--- config.mk ---
export PLATFORM = sky130hd
export DESIGN_NAME = sgi_div
export DESIGN_NICKNAME = d
export VERILOG_FILES = /design/src/sgi_pkg.sv /design/src/sgi_divstep.sv /design/src/sgi_div.sv
export SDC_FILE = /design/constraint.sdc
export NUM_CORES = 2
export LEC_CHECK = 0
export BUFFER_PORTS_ARGS = -buffer_cell sky130_fd_sc_hd__buf_2
export CORE_MARGIN = 5
export CORE_UTILIZATION = 35
export CTS_CLUSTER_DIAMETER = 200
export DETAILED_ROUTE_END_ITERATION = 8
export HOLD_SLACK_MARGIN = 0.06
export SKIP_LAST_GASP = 1
export SYNTH_ARGS = -nofsm -noshare
export SYNTH_HDL_FRONTEND = slang
export SYNTH_SLANG_ARGS = --single-unit
--- constraint.sdc ---
create_clock -name i_clk -period 3.4 [get_ports i_clk]
set_clock_uncertainty 0.2 [all_clocks]
set_input_delay 0.51 -clock i_clk [delete_from_list [all_inputs] [get_ports i_clk]]
set_output_delay 0.51 -clock i_clk [all_outputs]
set_load 0.1 [all_outputs]
--- src/sgi_pkg.sv ---
// Shared types and constants for the segment intersection core.
`timescale 1ns / 1ps
package sgi_pkg;

    // Number of endpoint coordinates carried with each item.
    localparam int NUM_PTS = 8;

    // Coordinate slots in the endpoint array.
    localparam int PT_AX1 = 0;
    localparam int PT_AY1 = 1;
    localparam int PT_AX2 = 2;
    localparam int PT_AY2 = 3;
    localparam int PT_BX1 = 4;
    localparam int PT_BY1 = 5;
    localparam int PT_BX2 = 6;
    localparam int PT_BY2 = 7;

    // Sign and overflow flags that travel down the divider.
    typedef struct packed {
        logic neg;
        logic ovf;
    } t_dflag;

    // Hit and parallel flags that travel beside the divider.
    typedef struct packed {
        logic hit;
        logic par;
    } t_side;

endpackage

--- src/sgi_divstep.sv ---
// One registered restoring-division step producing one quotient bit.
`timescale 1ns / 1ps
module sgi_divstep #(
    parameter int DW = 35,
    parameter int OW = 24
) (
    input  logic                  i_clk,
    input  logic                  i_en,
    input  logic [DW-1:0]         i_rem,
    input  logic [OW-1:0]         i_low,
    input  logic [OW-1:0]         i_quo,
    input  logic [DW-1:0]         i_dm,
    input  sgi_pkg::t_dflag       i_flag,
    output logic [DW-1:0]         o_rem,
    output logic [OW-1:0]         o_low,
    output logic [OW-1:0]         o_quo,
    output logic [DW-1:0]         o_dm,
    output sgi_pkg::t_dflag       o_flag
);
    import sgi_pkg::*;

    logic [DW:0]   w_trial;
    logic [DW:0]   w_diff;
    logic          w_ge;

    assign w_trial = {i_rem, i_low[OW-1]};
    assign w_diff  = w_trial - {1'b0, i_dm};
    assign w_ge    = (w_trial >= {1'b0, i_dm});

    always_ff @(posedge i_clk) begin
        if (i_en) begin
            o_rem  <= w_ge ? w_diff[DW-1:0] : w_trial[DW-1:0];
            o_low  <= {i_low[OW-2:0], 1'b0};
            o_quo  <= {i_quo[OW-2:0], w_ge};
            o_dm   <= i_dm;
            o_flag <= i_flag;
        end
    end

endmodule

--- src/sgi_div.sv ---
// Pipelined signed fixed-point divider with truncation toward zero and saturation.
`timescale 1ns / 1ps
module sgi_div #(
    parameter int NW   = 51,
    parameter int DW   = 35,
    parameter int OW   = 24,
    parameter int FRAC = 8
) (
    input  logic                 i_clk,
    input  logic                 i_en,
    input  logic signed [NW-1:0] i_num,
    input  logic signed [DW-1:0] i_den,
    output logic signed [OW-1:0] o_quo
);
    import sgi_pkg::*;

    localparam int MW = NW + FRAC;
    localparam int HW = MW - OW;
    localparam int XW = (HW > DW) ? HW : DW;
    localparam logic [OW-1:0] LIM = OW'(1) << (OW - 1);

    logic [MW-1:0]  r_mag;
    logic [DW-1:0]  r_dm0;
    logic           r_neg;

    logic [DW-1:0]  r_rem0;
    logic [OW-1:0]  r_low0;
    logic [DW-1:0]  r_dm1;
    t_dflag         r_flag0;

    logic [DW-1:0]  w_rem  [OW+1];
    logic [OW-1:0]  w_low  [OW+1];
    logic [OW-1:0]  w_quo  [OW+1];
    logic [DW-1:0]  w_dm   [OW+1];
    t_dflag         w_flag [OW+1];

    logic [NW-1:0]  w_nmag;
    logic [HW-1:0]  w_hi;
    logic [OW-1:0]  w_q;
    t_dflag         w_qf;
    logic [OW-1:0]  w_sat;

    assign w_nmag = i_num[NW-1] ? -i_num : i_num;
    assign w_hi   = r_mag[MW-1:OW];

    // Magnitudes and result sign.
    always_ff @(posedge i_clk) begin
        if (i_en) begin
            r_mag <= MW'(w_nmag) << FRAC;
            r_dm0 <= i_den[DW-1] ? -i_den : i_den;
            r_neg <= i_num[NW-1] ^ i_den[DW-1];
        end
    end

    // Seed the remainder with the high part; a high part not below the
    // divisor means the quotient cannot fit the output.
    always_ff @(posedge i_clk) begin
        if (i_en) begin
            r_rem0      <= DW'(w_hi);
            r_low0      <= r_mag[OW-1:0];
            r_dm1       <= r_dm0;
            r_flag0.neg <= r_neg;
            r_flag0.ovf <= (XW'(w_hi) >= XW'(r_dm0));
        end
    end

    assign w_rem[0]  = r_rem0;
    assign w_low[0]  = r_low0;
    assign w_quo[0]  = '0;
    assign w_dm[0]   = r_dm1;
    assign w_flag[0] = r_flag0;

    for (genvar g = 0; g < OW; g++) begin : g_step
        sgi_divstep #(
            .DW (DW),
            .OW (OW)
        ) u_step (
            .i_clk  (i_clk),
            .i_en   (i_en),
            .i_rem  (w_rem[g]),
            .i_low  (w_low[g]),
            .i_quo  (w_quo[g]),
            .i_dm   (w_dm[g]),
            .i_flag (w_flag[g]),
            .o_rem  (w_rem[g+1]),
            .o_low  (w_low[g+1]),
            .o_quo  (w_quo[g+1]),
            .o_dm   (w_dm[g+1]),
            .o_flag (w_flag[g+1])
        );
    end

    assign w_q  = w_quo[OW];
    assign w_qf = w_flag[OW];

    always_comb begin
        if (w_qf.neg) begin
            w_sat = (w_qf.ovf || (w_q > LIM)) ? LIM : (~w_q + OW'(1));
        end else begin
            w_sat = (w_qf.ovf || w_q[OW-1]) ? ~LIM : w_q;
        end
    end

    always_ff @(posedge i_clk) begin
        if (i_en) begin
            o_quo <= w_sat;
        end
    end

endmodule

======== After elaboration in Yosys (flattened, before gate mapping) ========
Index checks and enable logic that the tools add are counted.
word-level totals
  input bits .............................. 88
  flip-flop bits (word level) ............. 2277
operators by class
  reductions and logical operators ........ 2
  bitwise operators ....................... 2
  multiplexer cells ....................... 28
  $add $sub $neg .......................... 26
  magnitude comparators ................... 26
operator list
  operator                                                          count
  36-bit by 35-bit >= comparator with 1-bit output                  24
  35-bit two-way mux                                                23
  35-bit subtractor                                                 23
  24-bit two-way mux                                                3
  51-bit negation                                                   1
  50-bit two-way mux                                                1
  35-bit >= comparator                                              1
  35-bit negation                                                   1
  34-bit two-way mux                                                1
  24-bit by 1-bit adder with 24-bit output (second input constant)  1
  24-bit greater-than comparator (second input constant)            1
  24-bit inverter                                                   1
  1-bit logical OR                                                  2
  1-bit bitwise XOR                                                 1

======== Depth between registers and ports, before layout ========
  depth in word-level cells ............... 4
  mapped depth ............................ 16
  gate-level depth less buffers ........... 14

======== Hierarchy ========
A second synthesis with hierarchy kept.
second synthesis, totals
  cells, all modules ...................... 13169
  area, all modules ....................... 156780.4 um^2
by module, submodules not included
  module                                area each (um^2)  sequential area each (um^2)  instances  cells an instance
  sgi_divstep at g_step[10].u_step ...  6155.9            3573.4                       18         522
  sgi_divstep at g_step[17].u_step ...  5998.3            3573.4                       4          492
  sgi_divstep at g_step[0].u_step ...   6143.4            3573.4                       2          536
  sgi_div                               9694.3            5975.7                       1          733

======== Worst setup path before layout ========
No wires, ideal clock.
  path kind ............................... reg-to-reg
  start ................................... register g_step[9].u_step.o_rem[11]
  end ..................................... register g_step[10].u_step.o_rem[10], data pin
  period minus slack after synthesis ...... 3803 ps
  arrival time ............................ 3343 ps
  buffers on the path ..................... 1
  stages on the path, launching flop included .. 14
  required time ........................... 2940 ps
  setup time .............................. 260 ps
  setup slack ............................. -403 ps
  cell sequence ........................... edfxtp_1 -> ha_1 -> o21a_1 -> o211a_1 -> and2_4 -> o32a_1 -> nand3_1 -> o211ai_1 -> a31o_2 -> a311o_1 -> a211oi_2 -> o31ai_4 -> buf_6 -> mux2_4
on the way
  word-level cells in the longest chain between the ends .. 2
RTL lines
  item                                              line               source
  start, declared                                   sgi_divstep.sv:14  output logic [DW-1:0] o_rem,
  start signal, assigned                            sgi_divstep.sv:32  o_rem <= w_ge ? w_diff[DW-1:0] : w_trial[DW-1:0];
  36-bit by 35-bit >= comparator with 1-bit output  sgi_divstep.sv:28  assign w_ge = (w_trial >= {1'b0, i_dm});
  35-bit two-way mux                                sgi_divstep.sv:32
  end signal, assigned                              sgi_divstep.sv:32
  end, declared                                     sgi_divstep.sv:14
Every way passes these cells.
A chain may end at the register's enable or synchronous reset.

======== Final worst setup path ========
  start ................................... register g_step[9].u_step.o_dm[0]
  end ..................................... register g_step[10].u_step.o_rem[4], data pin
on the way
  word-level cells in the longest chain between the ends .. 2
RTL lines
  item                                                                                          line                                  source
  start, declared                                                                               sgi_divstep.sv:17                     output logic [DW-1:0] o_dm,
  start signal, assigned                                                                        sgi_divstep.sv:35                     o_dm <= i_dm;
  35-bit subtractor / 36-bit by 35-bit >= comparator with 1-bit output (equally long branches)  sgi_divstep.sv:27, sgi_divstep.sv:28
  35-bit two-way mux *                                                                          sgi_divstep.sv:32
Mark *: on every way between the ends. The rest lies on a longest branch, timed or not.

==> results.env <==
PWR_DENSITY_CELL_nW_PER_UM2=932
CRITICAL-PATH-MAX-STAGE-DELAY_PS=400
GRT_START_MAX_NET_PINS=122
CLOCK_POWER_SHARE_PCT=16.6
TIMING.FINAL.SETUP_VIOLATIONS=756
FLOW.AREA_GROWTH_FROM_SYNTHESIS_PCT=37.9
CLOCK_NETWORK_LATENCY_TO_THE_LATER_PIN_OF_THE_WORST_SKEW_PAIR_PS=910
CP.REQUIRED_PS=3820
DRIVE_GT1_SHARE_PCT=33.2
FINAL_ROUTED_DRC_VIOLATION_TOTAL=0
SYN_AVG_CELL_AREA_UM2=11.5
CLOCKBUFFERDEPTH=4
TIMING.CRITICAL_PATH.CELLS='ha_2 > fa_2 > nor2b_2 > o21bai_2 > and3_4 > o21ai_2 > buf_6 > nand3_1 > o211ai_1 > a31o_2 > a311o_1 > a211oi_2 > o31ai_4 > buf_6 > buf_8 > buf_12 > mux2_4'
FAILED_CHECKS='setup timing'
FINALCOREUTILIZATION_PCT=48.4
FINALMAXSLEWVIOLATIONS=0
FP.DIEW_UM=607
CLOCK_SINK_COUNT=2277
CHIPHEIGHT_UM=607
TIMING.FINAL.CRIT_SHARE_PCT=118
BOUNDARYPINS=112
WORST_SLACK_PS=-601
HP-CLASS='reg -> reg'
ASYNCSETRESETFLOPFRACSYNTH_PCT=0
YOSYS_WARNINGS=0
FILLERINSTANCES=31600
DETAIL_ROUTE.ITER0.VIOLATIONS=4285
FP-ROW-COUNT=219
CTS-HTREE-LEVELS=4
GR-TOTAL-OVERFLOW=0
OUTCOME='finished, violations left'
IR_WORST_VDD_uV=481
SYN_AREA_UM2=125000
INITIAL_ANTENNA_VIOLATION_COUNT=1
TIMING.CRITICAL_PATH.FANOUT_MAX=8
DRT-PASS1-ITER-COUNT=5
CAP_VIOLATIONS=0
FINAL-HOLD-VIOLATION-COUNT=0
CRIT_ARRIVAL_PS=4420
FINISH.CELL_COUNT_WITHOUT_FILLERS=19200
MAXSLEWHEADROOM_PCT=28.3
MAX_FREQ_MHz=250
POWER_REPORT.INTERNAL_TOTAL_mW=104
TIMING.FINAL.CRIT_PERIOD_PS=4000
MOST_FREQUENT_CELL_ON_THE_CRITICAL_PATH='sky130_fd_sc_hd__buf_6'
WORST-SLEW-PIN-TRANSITION_PS=1050
GRT_SETUP_UNREPAIRED='yes'
SETUP.WORST_PATH.END_CLASS='register'
PORT-BUFFER-COUNT=111
CELL_FAMILY_WITH_MOST_CP_DELAY='compound AO/OA/AOI/OAI gates'
DIE_AREA_UM2=369000
CLK_PIN_SLEW_WORST_PATHS_PS=60
CRIT_SLOWEST_CELL='sky130_fd_sc_hd__edfxtp_1'
FINALWEIGHTEDCONGESTION=0.918
WORST-SETUP-PATH-TYPE='reg -> reg'
TIMING.CRITICAL_PATH.DEPTH=17
TOTAL_SWITCHING_POWER_mW=56.2
CLOCK_TREE.ROOT_CELL='sky130_fd_sc_hd__clkbuf_16'
HOLDPATHEND='g_step[18].u_step.o_quo[13]'
WORST_R2R_PATH_DEPTH=17
POST_DRT_VIA_CELL_RATIO=4.84
MAPPEDNETLISTNETS=11900
TOTALWIRELENGTH_MM=321
COMBINATIONAL_SHARE_OF_POWER_PCT=55.6
WORSTSETUPSTARTPOINTTYPE='register'
DP_WORST_SETUP_SLACK_PS=-842
DR_TOTAL_VIAS=93200
PLACED_CELLS=18300
SEQ_POWER_SHARE_PCT=27.7
SYNTH.FF_LATCH_COUNT=2277
INITIAL_CORE_UTIL_PCT=35.1
SYNTHESIZED_NETLIST_CELL_COUNT=10900
GRT.TOTAL_USAGE_PCT=16.7
REGAREA_UM2=68400
SWSHARE_PCT=35.0
SYNTH-SEQ-AREA-SHARE_PCT=54.7
NUMCTSBUFFERS=247
TIMING.HOLD.WORST_PATH_DEPTH=0
AREA_OF_COMBINATIONAL_CELLS_WITH_MULTIPLE_INPUTS_UM2=56300
DRTANTENNAVIOLNETS=0
LEAKAGEPOWER_nW=74.1
REG2REG_SETUP_SLACK_PS=-600
DRT-WIRELENGTH-PER-CELL_UM=16.7
GRT_PASS1_WL_MM=494
R2R_START='g_step[9].u_step.o_dm[0]'
PLACEABLECOREAREA_UM2=356000
TRITONCTS='built'
FINALNETCOUNT=15300
FIRST_GLOBAL_VIAS=97800
SETUP_TOTAL_NEGATIVE_SLACK_PS=-172890
R2R_END='g_step[10].u_step.o_rem[4]'
SYNTH.LIB_CELLS_USED.DISTINCT=94
MIN_FROM='g_step[17].u_step.o_quo[12]'
HOLD_WS_PS=186
SYNTH_TOP_FLOP_CELL='sky130_fd_sc_hd__edfxtp_1'
HPWL_MM=234
CRITICAL_PATH.N_BUFFERS_INVERTERS=4
SYNTH-EDFF-COUNT=2277
stage by stage:
stage          cell area (um^2)  power, mW
6_report                 172000        161
4_1_cts                  169000        158
3_5_place_dp             153000        119
5_1_grt                  172000        171
3_3_place_gp             153000        118
2_1_floorplan            126000       88.6
what timing repair did:
action / in CTS / in global routing
pin swaps: 416 / 236
hold buffers: 141 / 5
endpoints found under the setup margin: 846 / 859
hold endpoints to repair: 232 / 5
gates resized for setup: 1028 / 473
gates cloned: 65 / 19
buffers inserted: 238 / 112
power groups by stage:
stage,clock network (mW),logic (mW),registers (mW)
2_1_floorplan,0,45.0,43.6
3_3_place_gp,0,73.3,44.9
3_5_place_dp,0,74.1,45.0
6_report,26.7,89.3,44.5
4_1_cts,27.4,85.7,44.5
5_1_grt,28.6,97.0,45.3
sequential cells by signal (all words and copies together) (netlist names):
register,count
g_step.u_step.o_dm,805
g_step.u_step.o_rem,805
g_step.u_step.o_quo,300
g_step.u_step.o_low,120
r_mag,51
g_step.u_step.o_flag,48
r_dm0,35
r_dm1,35
r_rem0,35
o_quo,24
r_low0,16
r_flag0,2
r_neg,1
area by class of cell:
cell class,count,share of cell area (%)
antenna,4,0.00581
clock buffer,289,3.72
clock inverter,160,0.922
inverter,1106,2.43
multi-input combinational,7212,32.7
sequential,2277,39.7
tap,4751,3.45
timing repair buffer,3443,17.1
layer usage:
layer	wire length, um	global-route usage, %	part of all wire, %	up-vias
met5	0	0	0	-
met4	24200	11.0	7.5	0
met3	6920	1.64	2.2	955
met2	189000	35.5	59	1501
met1	101000	14.0	32	43900
li1	-	-	-	46800
worst reg2reg max path: cells and delay by family (launching register included):
| family | cells | cell delay (ps) |
|---|---|---|
| AO/OA/AOI/OAI | 7 | 1250 |
| buffers and inverters | 4 | 610 |
| adder cells (fa/ha/maj) | 2 | 560 |
| AND/OR/NAND/NOR | 3 | 410 |
| flip-flops | 1 | 400 |
| multiplexers | 1 | 330 |
worst max path at each step:
stage               slack, ps                     endpoint                        start
finish                   -600   g_step[10].u_step.o_rem[4]     g_step[9].u_step.o_dm[0]
detailed placement       -840   g_step[11].u_step.o_rem[2]  g_step[10].u_step.o_low[23]
global placement         -880   g_step[11].u_step.o_rem[2]  g_step[10].u_step.o_low[23]
global route             -750   g_step[9].u_step.o_rem[21]     g_step[8].u_step.o_dm[0]
CTS                      -670    g_step[9].u_step.o_rem[5]   g_step[8].u_step.o_low[23]
floorplan                -330  g_step[11].u_step.o_rem[27]  g_step[10].u_step.o_low[23]
cells in the mapped netlist, drive strengths merged (20+ instances only):
| cell | count | area (um^2) |
|---|---|---|
| edfxtp | 2277 | 68400 |
| inv | 1106 | 4150 |
| a21oi | 909 | 4550 |
| ha | 877 | 11000 |
| o21ai | 742 | 3710 |
| nand2 | 729 | 2740 |
| nor2 | 528 | 1980 |
| a21o | 507 | 3810 |
| xnor2 | 503 | 4410 |
| mux2 | 321 | 3720 |
| xor2 | 299 | 2620 |
| clkbuf | 232 | 871 |
| nand3 | 164 | 821 |
| nand4 | 163 | 1020 |
| nor2b | 140 | 876 |
| o21bai | 119 | 893 |
| o21a | 104 | 781 |
| a31oi | 102 | 638 |
| nor3 | 99 | 510 |
| nand2b | 96 | 601 |
| and3 | 92 | 576 |
| o31ai | 60 | 469 |
| a211oi | 52 | 395 |
| buf | 50 | 260 |
| and2 | 42 | 265 |
| or3 | 41 | 267 |
| o211ai | 37 | 278 |
| a211o | 34 | 298 |
| nor4 | 31 | 206 |
| or2 | 30 | 188 |
| o311ai | 28 | 245 |
| a41oi | 24 | 210 |
| a21boi | 23 | 173 |
| a221oi | 23 | 220 |
| fa | 23 | 460 |
| mux2i | 23 | 230 |
| o41ai | 22 | 200 |
| a311oi | 20 | 193 |
layout by cell type (no fill, tap or decap), types with 462 or more instances in the layout:
| cell type | Yosys | layout |
|---|---|---|
| sky130_fd_sc_hd__a21o_1 | 507 | 503 |
| sky130_fd_sc_hd__buf_4 | 3 | 2854 |
| sky130_fd_sc_hd__inv_1 | 1105 | 1062 |
| sky130_fd_sc_hd__xnor2_1 | 503 | 503 |
| sky130_fd_sc_hd__nor2_1 | 527 | 462 |
| sky130_fd_sc_hd__ha_1 | 877 | 816 |
| sky130_fd_sc_hd__o21ai_0 | 731 | 490 |
| sky130_fd_sc_hd__nand2_1 | 728 | 643 |
| sky130_fd_sc_hd__a21oi_1 | 908 | 808 |
| sky130_fd_sc_hd__edfxtp_1 | 2277 | 2277 |
logic make-up after synthesis:
group,count (synthesis),synth area share [%]
xor gates and xnor gates,802,5.62
DFF,2277,54.7
AOI/OAI and AO/OA,2921,14.5
adders and majority gates,900,9.15
and+or+nand+nor,2243,8.63
buffers and inverters,1388,4.23
muxes,344,3.16
Power figures use the tool's default switching activity.
